## src/dwl_pkg.sv

```systemverilog
package dwl_pkg;

    localparam int TABLE_ENTRIES = 16;
    localparam int IDX_W = $clog2(TABLE_ENTRIES);
    localparam int WAIT_W = $clog2(TABLE_ENTRIES + 1);
    localparam logic [7:0] POOL_FIRST_RESET = 8'd100;
    localparam logic [7:0] POOL_LAST_RESET = 8'd250;

    typedef enum logic [3:0] {
        V_DONE      = 4'd0,
        V_FULL      = 4'd1,
        V_EXHAUSTED = 4'd2,
        V_UNKNOWN   = 4'd3,
        V_OFFER     = 4'd4,
        V_ACK       = 4'd5,
        V_NAK       = 4'd6,
        V_OTHER     = 4'd7,
        V_FOUND     = 4'd8,
        V_REBOUND   = 4'd9,
        V_IGNORED   = 4'd10
    } t_verdict;

    typedef enum logic [2:0] {
        A_JOIN     = 3'd0,
        A_LEAVE    = 3'd1,
        A_LOOKUP   = 3'd2,
        A_DISCOVER = 3'd3,
        A_REQUEST  = 3'd4,
        A_DECLINE  = 3'd5
    } t_action;

    typedef enum logic [1:0] {
        R_SERVER_ADDRESS = 2'd0,
        R_POOL_FIRST     = 2'd1,
        R_POOL_LAST      = 2'd2
    } t_reg_index;

    typedef struct packed {
        logic [2:0]  action;
        logic [47:0] chaddr;
        logic [31:0] requested_address;
        logic        requested_present;
        logic [31:0] current_client_address;
        logic [31:0] named_server;
        logic        named_server_present;
    } t_in;

    typedef struct packed {
        logic [3:0]  verdict;
        logic [31:0] address;
    } t_out;

    typedef struct packed {
        logic new_bind;
        logic set_addr;
        logic set_active;
        logic active_val;
        logic set_age;
    } t_cell_wr;

    typedef struct packed {
        logic             valid;
        logic [31:0]      age;
        logic [IDX_W-1:0] idx;
    } t_chain;

endpackage

```

## src/dwl_cell.sv

```systemverilog
module dwl_cell import dwl_pkg::*; (
    input  logic             i_clk,
    input  logic             i_rst_n,
    input  logic [IDX_W-1:0] i_idx,
    input  t_cell_wr         i_wr,
    input  logic [47:0]      i_mac,
    input  logic [31:0]      i_addr,
    input  logic [31:0]      i_age,
    input  logic [47:0]      i_mac_key,
    input  logic [31:0]      i_addr_key,
    input  t_chain           i_chain,
    output t_chain           o_chain,
    output logic             o_mac_hit,
    output logic             o_addr_hit,
    output logic             o_used,
    output logic [31:0]      o_addr
);

    logic [47:0] r_mac;
    logic [31:0] r_addr;
    logic [31:0] r_age;
    logic        r_used;
    logic        r_active;
    t_chain      r_chain;
    t_chain      n_chain;
    logic        take;

    // The oldest inactive entry travels down the row; ties keep the lower index.
    assign take = r_used && !r_active && (!i_chain.valid || (r_age < i_chain.age));

    always_comb begin
        if (take) begin
            n_chain = '{valid: 1'b1, age: r_age, idx: i_idx};
        end else begin
            n_chain = i_chain;
        end
    end

    always_ff @(posedge i_clk) begin
        if (!i_rst_n) begin
            r_used   <= 1'b0;
            r_active <= 1'b0;
            r_chain  <= '0;
        end else begin
            r_chain <= n_chain;
            if (i_wr.new_bind) begin
                r_used <= 1'b1;
            end
            if (i_wr.set_active) begin
                r_active <= i_wr.active_val;
            end
        end
    end

    always_ff @(posedge i_clk) begin
        if (i_wr.new_bind) begin
            r_mac <= i_mac;
        end
        if (i_wr.set_addr) begin
            r_addr <= i_addr;
        end
        if (i_wr.set_age) begin
            r_age <= i_age;
        end
    end

    assign o_chain    = r_chain;
    assign o_mac_hit  = r_used && (r_mac == i_mac_key);
    assign o_addr_hit = r_used && (r_addr == i_addr_key);
    assign o_used     = r_used;
    assign o_addr     = r_addr;

endmodule

```

## src/dhcp_whitelist_lease_table.sv

```systemverilog
// Lease table for a whitelist DHCP server: one request in, one result out, and a new request is
// taken only while the block is idle. Lookup, leave, join of a known client and the direct cases
// of discover, request and decline pass through accept, decode and result hand-over. A discover
// with a hint and a request for a new address add a held-address check state before hand-over.
// A join of a new client or a decline walks the pool one host octet per cycle and tries up to
// (pool_last - pool_first + 1) candidates. When the table has no free slot, the oldest inactive
// entry is found by a row of TABLE_ENTRIES cells that passes the best candidate one cell per
// cycle. A result that is not yet taken holds the block in its hand-over state.
module dhcp_whitelist_lease_table import dwl_pkg::*; (
    input  logic        i_clk,
    input  logic        i_rst_n,
    input  logic        i_in_valid,
    output logic        o_in_ready,
    input  t_in         i_in,
    output logic        o_out_valid,
    input  logic        i_out_ready,
    output t_out        o_out,
    input  logic        i_cfg_we,
    input  logic [1:0]  i_cfg_index,
    input  logic [31:0] i_cfg_data
);

    typedef enum logic [2:0] {
        S_IDLE, S_DECODE, S_VICTIM, S_ALLOC_INIT, S_ALLOC_STEP, S_CHECK, S_DONE
    } t_state;

    t_state           r_state;
    t_in              r_req;
    t_out             r_res;
    t_out             r_out;
    logic             r_out_valid;
    logic [IDX_W-1:0] r_k;
    logic [IDX_W-1:0] r_slot;
    logic             r_mode_join;
    logic [31:0]      r_key;
    logic [7:0]       r_cursor;
    logic [8:0]       r_cnt;
    logic [WAIT_W-1:0] r_wait;
    logic [31:0]      r_age_cnt;
    logic [31:0]      r_server;
    logic [7:0]       r_first;
    logic [7:0]       r_last;

    t_cell_wr         wr [TABLE_ENTRIES];
    t_chain           chain [TABLE_ENTRIES+1];
    logic [TABLE_ENTRIES-1:0] mac_hit;
    logic [TABLE_ENTRIES-1:0] addr_hit;
    logic [TABLE_ENTRIES-1:0] used;
    logic [31:0]      cell_addr [TABLE_ENTRIES];

    logic             found;
    logic [IDX_W-1:0] k;
    logic             free_any;
    logic [IDX_W-1:0] free_idx;
    logic [IDX_W-1:0] sel_k;
    logic [31:0]      k_addr;
    logic [31:0]      cand;
    logic [31:0]      addr_key;
    logic [31:0]      wr_addr;
    logic             held;
    logic             key_in_pool;
    logic             succ;
    logic             bump;
    logic [7:0]       cursor_next;
    logic             have;
    logic [31:0]      want;

    assign chain[0] = '0;

    for (genvar g = 0; g < TABLE_ENTRIES; g++) begin : g_cell
        dwl_cell u_cell (
            .i_clk      (i_clk),
            .i_rst_n    (i_rst_n),
            .i_idx      (IDX_W'(g)),
            .i_wr       (wr[g]),
            .i_mac      (r_req.chaddr),
            .i_addr     (wr_addr),
            .i_age      (r_age_cnt + 32'd1),
            .i_mac_key  (r_req.chaddr),
            .i_addr_key (addr_key),
            .i_chain    (chain[g]),
            .o_chain    (chain[g+1]),
            .o_mac_hit  (mac_hit[g]),
            .o_addr_hit (addr_hit[g]),
            .o_used     (used[g]),
            .o_addr     (cell_addr[g])
        );
    end

    always_comb begin
        found    = 1'b0;
        k        = '0;
        free_any = 1'b0;
        free_idx = '0;
        for (int i = TABLE_ENTRIES - 1; i >= 0; i--) begin
            if (mac_hit[i]) begin
                found = 1'b1;
                k     = IDX_W'(i);
            end
            if (!used[i]) begin
                free_any = 1'b1;
                free_idx = IDX_W'(i);
            end
        end
    end

    assign sel_k       = (r_state == S_DECODE) ? k : r_k;
    assign k_addr      = cell_addr[sel_k];
    assign cand        = {r_server[31:8], r_cursor};
    assign addr_key    = (r_state == S_ALLOC_STEP) ? cand : r_key;
    assign held        = |addr_hit;
    assign key_in_pool = (r_key[31:8] == r_server[31:8]) && (r_key[7:0] >= r_first) &&
                         (r_key[7:0] <= r_last) && (r_key[7:0] != r_server[7:0]);
    assign succ        = (r_cursor != r_server[7:0]) && !held;
    assign cursor_next = (r_cursor >= r_last) ? r_first : r_cursor + 8'd1;
    assign have        = r_req.requested_present || (r_req.current_client_address != 32'd0);
    assign want        = r_req.requested_present ? r_req.requested_address
                                                 : r_req.current_client_address;

    always_comb begin
        for (int i = 0; i < TABLE_ENTRIES; i++) begin
            wr[i] = '0;
        end
        wr_addr = r_key;
        bump    = 1'b0;
        case (r_state)
            S_DECODE: begin
                if (found && (r_req.action == A_JOIN)) begin
                    wr[k].set_active = 1'b1;
                    wr[k].active_val = 1'b1;
                    wr[k].set_age    = 1'b1;
                    bump             = 1'b1;
                end else if (found && (r_req.action == A_LEAVE)) begin
                    wr[k].set_active = 1'b1;
                end
            end
            S_ALLOC_STEP: begin
                if (succ) begin
                    wr_addr = cand;
                    if (r_mode_join) begin
                        wr[r_slot] = '{new_bind: 1'b1, set_addr: 1'b1, set_active: 1'b1,
                                       active_val: 1'b1, set_age: 1'b1};
                        bump       = 1'b1;
                    end else begin
                        wr[r_k].set_addr = 1'b1;
                    end
                end
            end
            S_CHECK: begin
                if (key_in_pool && !held) begin
                    wr[r_k].set_addr = 1'b1;
                end
            end
            default: begin
            end
        endcase
    end

    always_ff @(posedge i_clk) begin
        if (!i_rst_n) begin
            r_state     <= S_IDLE;
            r_out_valid <= 1'b0;
            r_cursor    <= POOL_FIRST_RESET;
            r_age_cnt   <= '0;
            r_server    <= '0;
            r_first     <= POOL_FIRST_RESET;
            r_last      <= POOL_LAST_RESET;
            r_mode_join <= 1'b0;
            r_wait      <= '0;
        end else begin
            if (i_cfg_we) begin
                case (i_cfg_index)
                    R_SERVER_ADDRESS: r_server <= i_cfg_data;
                    R_POOL_FIRST:     r_first  <= i_cfg_data[7:0];
                    R_POOL_LAST:      r_last   <= i_cfg_data[7:0];
                    default: begin
                    end
                endcase
            end
            if (bump) begin
                r_age_cnt <= r_age_cnt + 32'd1;
            end
            if (r_out_valid && i_out_ready && (r_state != S_DONE)) begin
                r_out_valid <= 1'b0;
            end
            case (r_state)
                S_IDLE: begin
                    if (i_in_valid) begin
                        r_req   <= i_in;
                        r_state <= S_DECODE;
                    end
                end
                S_DECODE: begin
                    r_k <= k;
                    if (r_req.action == A_JOIN) begin
                        if (found) begin
                            r_res   <= '{verdict: V_DONE, address: k_addr};
                            r_state <= S_DONE;
                        end else if (free_any) begin
                            r_slot      <= free_idx;
                            r_mode_join <= 1'b1;
                            r_state     <= S_ALLOC_INIT;
                        end else begin
                            r_wait  <= WAIT_W'(TABLE_ENTRIES);
                            r_state <= S_VICTIM;
                        end
                    end else if (r_req.action > A_DECLINE) begin
                        r_res   <= '{verdict: V_IGNORED, address: 32'd0};
                        r_state <= S_DONE;
                    end else if (!found) begin
                        r_res   <= '{verdict: V_UNKNOWN, address: 32'd0};
                        r_state <= S_DONE;
                    end else begin
                        case (r_req.action)
                            A_LEAVE: begin
                                r_res   <= '{verdict: V_DONE, address: k_addr};
                                r_state <= S_DONE;
                            end
                            A_LOOKUP: begin
                                r_res   <= '{verdict: V_FOUND, address: k_addr};
                                r_state <= S_DONE;
                            end
                            A_DISCOVER: begin
                                if (r_req.requested_present) begin
                                    r_key   <= r_req.requested_address;
                                    r_state <= S_CHECK;
                                end else begin
                                    r_res   <= '{verdict: V_OFFER, address: k_addr};
                                    r_state <= S_DONE;
                                end
                            end
                            A_REQUEST: begin
                                if (r_req.named_server_present &&
                                    (r_req.named_server != r_server)) begin
                                    r_res   <= '{verdict: V_OTHER, address: 32'd0};
                                    r_state <= S_DONE;
                                end else if (!have || (want == k_addr)) begin
                                    r_res   <= '{verdict: V_ACK, address: k_addr};
                                    r_state <= S_DONE;
                                end else begin
                                    r_key   <= want;
                                    r_state <= S_CHECK;
                                end
                            end
                            A_DECLINE: begin
                                if (r_req.requested_present &&
                                    (r_req.requested_address == k_addr)) begin
                                    r_mode_join <= 1'b0;
                                    r_state     <= S_ALLOC_INIT;
                                end else begin
                                    r_res   <= '{verdict: V_IGNORED, address: 32'd0};
                                    r_state <= S_DONE;
                                end
                            end
                            default: begin
                                r_res   <= '{verdict: V_IGNORED, address: 32'd0};
                                r_state <= S_DONE;
                            end
                        endcase
                    end
                end
                S_VICTIM: begin
                    if (r_wait == '0) begin
                        if (chain[TABLE_ENTRIES].valid) begin
                            r_slot      <= chain[TABLE_ENTRIES].idx;
                            r_mode_join <= 1'b1;
                            r_state     <= S_ALLOC_INIT;
                        end else begin
                            r_res   <= '{verdict: V_FULL, address: 32'd0};
                            r_state <= S_DONE;
                        end
                    end else begin
                        r_wait <= r_wait - WAIT_W'(1);
                    end
                end
                S_ALLOC_INIT: begin
                    if (r_last < r_first) begin
                        r_res   <= '{verdict: V_EXHAUSTED, address: 32'd0};
                        r_state <= S_DONE;
                    end else begin
                        if ((r_cursor < r_first) || (r_cursor > r_last)) begin
                            r_cursor <= r_first;
                        end
                        r_cnt   <= {1'b0, r_last} - {1'b0, r_first} + 9'd1;
                        r_state <= S_ALLOC_STEP;
                    end
                end
                S_ALLOC_STEP: begin
                    r_cursor <= cursor_next;
                    r_cnt    <= r_cnt - 9'd1;
                    if (succ) begin
                        r_res   <= '{verdict: r_mode_join ? V_DONE : V_REBOUND, address: cand};
                        r_state <= S_DONE;
                    end else if (r_cnt == 9'd1) begin
                        r_res   <= '{verdict: V_EXHAUSTED, address: 32'd0};
                        r_state <= S_DONE;
                    end
                end
                S_CHECK: begin
                    r_state <= S_DONE;
                    if (r_req.action == A_DISCOVER) begin
                        r_res <= '{verdict: V_OFFER,
                                   address: (key_in_pool && !held) ? r_key : k_addr};
                    end else if (key_in_pool && !held) begin
                        r_res <= '{verdict: V_ACK, address: r_key};
                    end else begin
                        r_res <= '{verdict: V_NAK, address: 32'd0};
                    end
                end
                S_DONE: begin
                    if (!r_out_valid || i_out_ready) begin
                        r_out       <= r_res;
                        r_out_valid <= 1'b1;
                        r_state     <= S_IDLE;
                    end
                end
                default: r_state <= S_IDLE;
            endcase
        end
    end

    assign o_in_ready  = (r_state == S_IDLE);
    assign o_out_valid = r_out_valid;
    assign o_out       = r_out;

    a_accept_busy: assert property (@(posedge i_clk) disable iff (!i_rst_n)
        (i_in_valid && o_in_ready) |=> !o_in_ready)
        else $error("request accepted while busy");

    a_age_step: assert property (@(posedge i_clk) disable iff (!i_rst_n)
        ($past(i_rst_n) && (r_age_cnt != $past(r_age_cnt))) |->
        (r_age_cnt == $past(r_age_cnt) + 32'd1))
        else $error("age counter skipped");

    a_verdict_range: assert property (@(posedge i_clk) disable iff (!i_rst_n)
        o_out_valid |-> (o_out.verdict <= V_IGNORED))
        else $error("verdict out of range");

endmodule

```

## config.mk

```make
export PLATFORM = sky130hd
export DESIGN_NAME = dhcp_whitelist_lease_table
export DESIGN_NICKNAME = d
export VERILOG_FILES = /design/src/dwl_pkg.sv /design/src/dwl_cell.sv /design/src/dhcp_whitelist_lease_table.sv
export SDC_FILE = /design/constraint.sdc
export NUM_CORES = 2
export LEC_CHECK = 0
export BUFFER_PORTS_ARGS = -buffer_cell sky130_fd_sc_hd__buf_4
export CORE_MARGIN = 2
export CORE_UTILIZATION = 30
export DETAILED_ROUTE_END_ITERATION = 16
export MAX_ROUTING_LAYER = met4
export PLACE_DENSITY_LB_ADDON = 0.15
export SETUP_SLACK_MARGIN = 0.2
export SLEW_MARGIN = 10
export SYNTH_ARGS = -nofsm -noshare
export SYNTH_HDL_FRONTEND = slang
export SYNTH_SLANG_ARGS = --single-unit
```

## constraint.sdc

```tcl
create_clock -name i_clk -period 21.4 [get_ports i_clk]
set_clock_uncertainty 0.15 [all_clocks]
set_input_delay 3.21 -clock i_clk [delete_from_list [all_inputs] [get_ports i_clk]]
set_output_delay 3.21 -clock i_clk [all_outputs]
set_load 0.005 [all_outputs]
```

; Yosys cells after proc, flatten, opt, wreduce, memory -nomap -nowiden
; Cells that the tools add are included.
[op_classes]
eq_ne = 80
magnitude_cmp = 29
bitwise_logic = 7
muxes = 181
n_addsub = 6
reduce_logical = 168
[ops]
columns = operator, count
row1 = $eq 48x48->1, 16
row2 = $mux 37, 16
row3 = $eq 32x32->1, 18
row4 = $lt 32x32->1, 15
row5 = $mux 36, 13
row6 = $pmux 36 s5, 2
row7 = $mux 32, 10
row8 = $mux 80, 3
row9 = $pmux 80 s3, 1
row10 = $bwmux 80, 2
row11 = $mux 4, 40
row12 = $bmux 32 s4, 1
row13 = $demux 5 s4, 5
row14 = $mux 79, 1
row15 = $mux 78, 1
row16 = $logic_and 1x1->1, 77
row17 = $mux 34, 2
row18 = $pmux 32 s2, 1
row19 = $mux 1, 49
row20 = $mux 3, 12
row21 = $logic_not 1->1, 34
row22 = $add 32x1->32 const B, 1
row23 = $ne 32x32->1, 1
row24 = $reduce_bool 32->1, 1
row25 = 55 further kinds, 149
[word_totals]
inputBits = 188
reg_bits = 2752
output_inout_bits = 38

; Longest topological paths before layout
[depth]
ltp_word = 32
mapped_depth = 29
depth_no_buf = 20

; Modules after synthesis
; A second synthesis with hierarchy kept.
[unflattened]
hier_cells = 10653
hier_area_um2 = 130717.9
[modules_own_cells]
columns = mod, seq_area_each_um2, n_inst, area_per_inst_um2, cells_each
row1 = dwl_cell (g_cell[12].u_cell ...), 4144.0, 13, 6628.9, 501
row2 = dhcp_whitelist_lease_table, 10069.7, 1, 24644.9, 2634
row3 = dwl_cell (g_cell[0].u_cell ...), 4144.0, 3, 6632.6, 502

; Worst setup path before layout
; No wires, ideal clock.
[synth_timing]
kind = flip-flop to flip-flop
from = register r_req[144] (netlist name)
to = register r_res[0] (netlist name), enable pin
setup_time_ns = 0.441
path_stages_with_launch = 25
n_path_buf = 6
arrival_ns = 7.295
required_ns = 20.809
slack_ns = 13.514
cell_sequence = edfxtp_1 > buf_2 > xor2_1 > or4_1 > or4_1 > or4_4 > o2bb2a_2 > a311oi_2 > o2bb2ai_2 > buf_4 > buf_6 > buf_6 > buf_2 > buf_4 > mux2i_1 > mux2i_1 > mux2i_1 > o22ai_1 > a222oi_1 > and3_1 > nand4_1 > nor4_1 > or2_2 > nand2_1 > a21oi_1
[synth_via]
elab_chain_cells = 27
word_cells_on_any_way = 78
cone_classes = 22 x eq/ne / 36 x mux / 1 x bitwise / 19 x reduce/logical
[synth_rtl]
columns = item, line
row1 = from (decl), dhcp_whitelist_lease_table.sv:28  ; t_in r_req;
row2 = from (signal assigned), dhcp_whitelist_lease_table.sv:189  ; r_req <= i_in;
row3 = $eq 48x48->1, dwl_cell.sv:68  ; assign o_mac_hit = r_used && (r_mac == i_mac_key);
row4 = $logic_and 1x1->1, dwl_cell.sv:68
row5 = $mux 4 (16 in a row), dhcp_whitelist_lease_table.sv:96  ; if (mac_hit[i]) begin
row6 = $mux 4, n/a
row7 = $not 4->5 (implied by the code), dhcp_whitelist_lease_table.sv:108  ; assign k_addr = cell_addr[sel_k];
row8 = $bmux 32 s4, dhcp_whitelist_lease_table.sv:108
row9 = $mux 32 (implied by the code) (2 in a row), dhcp_whitelist_lease_table.sv:108
row10 = "$eq 32x32->1, on equally long branches", "dhcp_whitelist_lease_table.sv:237, dhcp_whitelist_lease_table.sv:247"
row11 = $logic_or 1x1->1 / $logic_and 1x1->1 (equally long branches), "dhcp_whitelist_lease_table.sv:237, dhcp_whitelist_lease_table.sv:246"
row12 = $ne 7x7->1 (no source line) / $ne 6x6->1 (equally long branches), n/a
row13 = $reduce_and 10->1 (no source line) (*), n/a
row14 = to (signal assigned), dhcp_whitelist_lease_table.sv:235  ; r_res <= '{verdict: V_OTHER, address: 32'd0};
row15 = to (signal assigned), dhcp_whitelist_lease_table.sv:238  ; r_res <= '{verdict: V_ACK, address: k_addr};
row16 = to (signal assigned), dhcp_whitelist_lease_table.sv:251  ; r_res <= '{verdict: V_IGNORED, address: 32'd0};
row17 = to (decl), dhcp_whitelist_lease_table.sv:29  ; t_out r_res;
; Every way passes the cells marked *; elsewhere a longest branch is shown, timed or not. The select of a mux whose other input is x is not followed.
; A chain may end at the register's enable or synchronous reset.

; Final worst setup path
[layout_timing]
from = register r_req[99] (netlist name)
to = register r_res[0] (netlist name), enable pin
; Same word-level chain as after synthesis.

==> reports/metrics.cfg <==
[power]
vdd.ir_drop.worst_uv=143
power_mw=15.8
static-leakage-power_nw=55.0
power.density_nw_per_um2=105

[setup_path]
critPathKind=reg2reg
critical_path_peak_fanout=112
worstSetupStartpointType=register
worstPathArrival_ns=11.61
endpoint_kind=register
required_time_of_the_critical_path_ns=21.81

[synthesis]
async_flop_share_pct=0
ys_seq_area_share_pct=58.4
synth.yosys.warnings=0
count_leader_synth=sky130_fd_sc_hd__edfxtp_1
post-synth-top-area-fraction_pct=47.9
postSynthCellCount=10580
synth.area.top_cells=sky130_fd_sc_hd__edfxtp_1 (48%), sky130_fd_sc_hd__dfxtp_1 (10%), sky130_fd_sc_hd__xor2_1 (6.6%), sky130_fd_sc_hd__mux2i_1 (5.6%), sky130_fd_sc_hd__ha_1 (5.0%)
netlist.top_cell.by_area=sky130_fd_sc_hd__edfxtp_1
synth_area_sq_um=129000
dominantRegCellSynth=sky130_fd_sc_hd__edfxtp_1
edff_count_synth=2062
synth.ff_latch_count=2737
number_of_nets_produced_by_synthesis=11293
synth_cell_type_count=100
synth_area_per_cell_sq_um=12.2
ys_top_cells_by_count=sky130_fd_sc_hd__edfxtp_1 (2,062), sky130_fd_sc_hd__xor2_1 (973), sky130_fd_sc_hd__nor2_1 (814)

[drt]
drc=0
met1Wirelength_microns=225000
avgRoutedWirePerCell_microns=29.9
top_layer=met4
routed-wl-met2_microns=240000
vias=87836
first_pass_iters=6
route.antenna.remaining_nets=0
totalWireLength_microns=509000
vias_per_cell=5.17
drt_first_iter_violations=8212
wl_met3_microns=27400

[place]
place_congestion=0.944
dp_hpwl_microns=365000
number_of_buffers_added_on_ports=225
placement.setup.worst_slack_ns=10.41

[cts]
cts.sinks=2737
cts.path.max_buffers=4
postCtsSetupBuffers=0
h_tree_depth=5
clockRootBuffer=sky130_fd_sc_hd__clkbuf_16
clock_latency_ns=0.99
clkSlewWorstSetupHoldPaths_ns=0.06
cts-buffers-inserted=328
postCtsResizedCells=0
tritoncts=yes
hold_buffers=0

[timing]
maxSlewHeadroom_pct=4.05
fmax_mhz=89.3
period_share_pct=52.3
grt_setup_unrepaired=no
setup_ws_ns=10.20
drv_slew=0
final.setup.tns_ns=0
worst_slew_pin_slew_ns=1.43
finalHoldViolations=0
setup_viol_count_final=0
finalCriticalPeriod_ns=11.20

[final_layout]
drive_gt1_share_pct=11.7
final_util_pct=35.1
syn_to_final_growth_pct=16.9
nets=11717

[floorplan]
num_rows=241
fp.dieW_microns=660
floorplan.die_area_sq_um=436000
ios=226
core_region_area_sq_um=430000
initial_core_util_pct=30.1
die_height_microns=660

[grt]
grt_antenna_before_repair=39
overflow_after_grt=0
grt_start_max_net_pins=168
wire_length_of_the_first_global_routing_pass_microns=699000
grt_pass1_vias=87482
grt_use_total_pct=23.4

[status]
status=complete, no violations

[hold_path]
worst_min_path_class=reg2reg

[run]
drv_cap=0

## sequential cells by signal, summed over array words and instances (netlist names), 5 cells and up
register	flops
r_req	149
r_age_cnt	32
r_last	8
g_cell.u_cell.o_addr	512
g_cell.u_cell.r_mac	768
r_key	32
g_cell.u_cell.r_active	16
r_cnt	9
r_wait	5
g_cell.u_cell.o_used	16
g_cell.u_cell.r_age	512
g_cell.u_cell.o_chain	545
r_res	36
r_first	8
r_cursor	8
r_server	32
o_out	36
## final timing paths
path | start | to | slack, ns | depth (start not counted)
max | r_req[99] | r_res[0] | 10.20 | 20
min reg2reg | g_cell[14].u_cell.o_chain[3] | g_cell[15].u_cell.o_chain[3] | 0.27 | 1
max reg2reg | r_req[99] | r_res[0] | 10.20 | 20
min | g_cell[14].u_cell.o_chain[3] | g_cell[15].u_cell.o_chain[3] | 0.27 | 1
## power by group
part | internal, mW | leakage (nW) | switching, mW
clock | 3.54 | 5.53 | 2.35
sequential | 5.93 | 24.2 | 0.101
combinational | 1.07 | 25.3 | 2.83
total | 10.5 | 55.0 | 5.28
## area by class of cell
class	instances	area [sq um]
Fill cell	42241	279000
Sequential cell	2737	75400
Multi-Input combinational cell	6752	50700
Clock buffer	421	9080
Tap cell	5710	7140
Timing Repair Buffer	532	4030
Inverter	653	2470
Clock inverter	178	2190
Antenna cell	19	47.5
## worst max-delay path, cell delays in order (launching register included)
cell and delay, ns:
sky130_fd_sc_hd__edfxtp_1 0.71, sky130_fd_sc_hd__buf_4 0.62, sky130_fd_sc_hd__xor2_1 0.18, sky130_fd_sc_hd__or4bb_1 0.48, sky130_fd_sc_hd__or4_1 0.47, sky130_fd_sc_hd__or4_1 0.67
sky130_fd_sc_hd__o22ai_2 0.35, sky130_fd_sc_hd__a311oi_2 0.19, sky130_fd_sc_hd__o2bb2ai_4 0.21, sky130_fd_sc_hd__buf_4 0.75, sky130_fd_sc_hd__buf_12 0.64, sky130_fd_sc_hd__nor2_1 0.49
sky130_fd_sc_hd__a221oi_1 0.75, sky130_fd_sc_hd__mux2_2 0.41, sky130_fd_sc_hd__o221ai_1 0.16, sky130_fd_sc_hd__a221oi_1 0.61, sky130_fd_sc_hd__nand4_1 0.18, sky130_fd_sc_hd__nor4_1 1.06
sky130_fd_sc_hd__or2_2 0.28, sky130_fd_sc_hd__nand2_1 0.10, sky130_fd_sc_hd__a21oi_4 0.92
## layer usage
layer  track usage (%)  vias to the layer above
li1                  -                    39036
met4              7.05                        0
met3              2.76                      704
met5                 -                        -
met2              37.6                     3046
met1              30.9                    45050
## kinds of logic after synthesis
family,Yosys count,share of synthesized area [%]
compound gates,1193,5.98
xor+xnor,1373,9.30
fa+ha+maj,525,5.11
buf+inv,1091,3.42
flops,2737,58.4
mux,823,6.48
simple gates,2838,11.3
## per-stage QoR
stage	instances	cell area [sq um]	hold slack (ns)
floorplan	10580	129000	0.250
global route	16989	151000	0.273
finish	17002	151000	0.267
detailed placement	16384	140000	0.255
CTS	16983	151000	0.246
global placement	16384	140000	0.250
## cells in the final DEF (no fill, tap or decap), types with 32 or more instances in the layout
| cell type | synthesis | layout |
|---|---|---|
| sky130_fd_sc_hd__a21o_1 | 146 | 146 |
| sky130_fd_sc_hd__a21oi_1 | 390 | 388 |
| sky130_fd_sc_hd__a22oi_1 | 43 | 43 |
| sky130_fd_sc_hd__and2_1 | 59 | 58 |
| sky130_fd_sc_hd__and3_1 | 66 | 65 |
| sky130_fd_sc_hd__buf_4 | 26 | 529 |
| sky130_fd_sc_hd__bufinv_16 | 0 | 44 |
| sky130_fd_sc_hd__clkbuf_1 | 240 | 54 |
| sky130_fd_sc_hd__clkbuf_16 | 0 | 340 |
| sky130_fd_sc_hd__clkinv_1 | 2 | 38 |
| sky130_fd_sc_hd__clkinv_2 | 0 | 67 |
| sky130_fd_sc_hd__dfxtp_1 | 675 | 675 |
| sky130_fd_sc_hd__edfxtp_1 | 2062 | 2062 |
| sky130_fd_sc_hd__ha_1 | 521 | 521 |
| sky130_fd_sc_hd__inv_1 | 646 | 630 |
| sky130_fd_sc_hd__mux2_2 | 92 | 92 |
| sky130_fd_sc_hd__mux2i_1 | 727 | 694 |
| sky130_fd_sc_hd__nand2_1 | 449 | 448 |
| sky130_fd_sc_hd__nand2b_1 | 267 | 266 |
| sky130_fd_sc_hd__nand3_1 | 175 | 175 |
| sky130_fd_sc_hd__nand4_1 | 315 | 315 |
| sky130_fd_sc_hd__nor2_1 | 814 | 809 |
| sky130_fd_sc_hd__nor2b_1 | 146 | 144 |
| sky130_fd_sc_hd__nor3_1 | 81 | 80 |
| sky130_fd_sc_hd__nor4_1 | 251 | 246 |
| sky130_fd_sc_hd__nor4b_1 | 33 | 32 |
| sky130_fd_sc_hd__o2111ai_1 | 43 | 43 |
| sky130_fd_sc_hd__o211ai_1 | 48 | 48 |
| sky130_fd_sc_hd__o21ai_0 | 224 | 191 |
| sky130_fd_sc_hd__o22ai_1 | 33 | 33 |
| sky130_fd_sc_hd__or4_1 | 51 | 51 |
| sky130_fd_sc_hd__xnor2_1 | 400 | 395 |
| sky130_fd_sc_hd__xor2_1 | 973 | 958 |
Power figures use the tool's default switching activity.
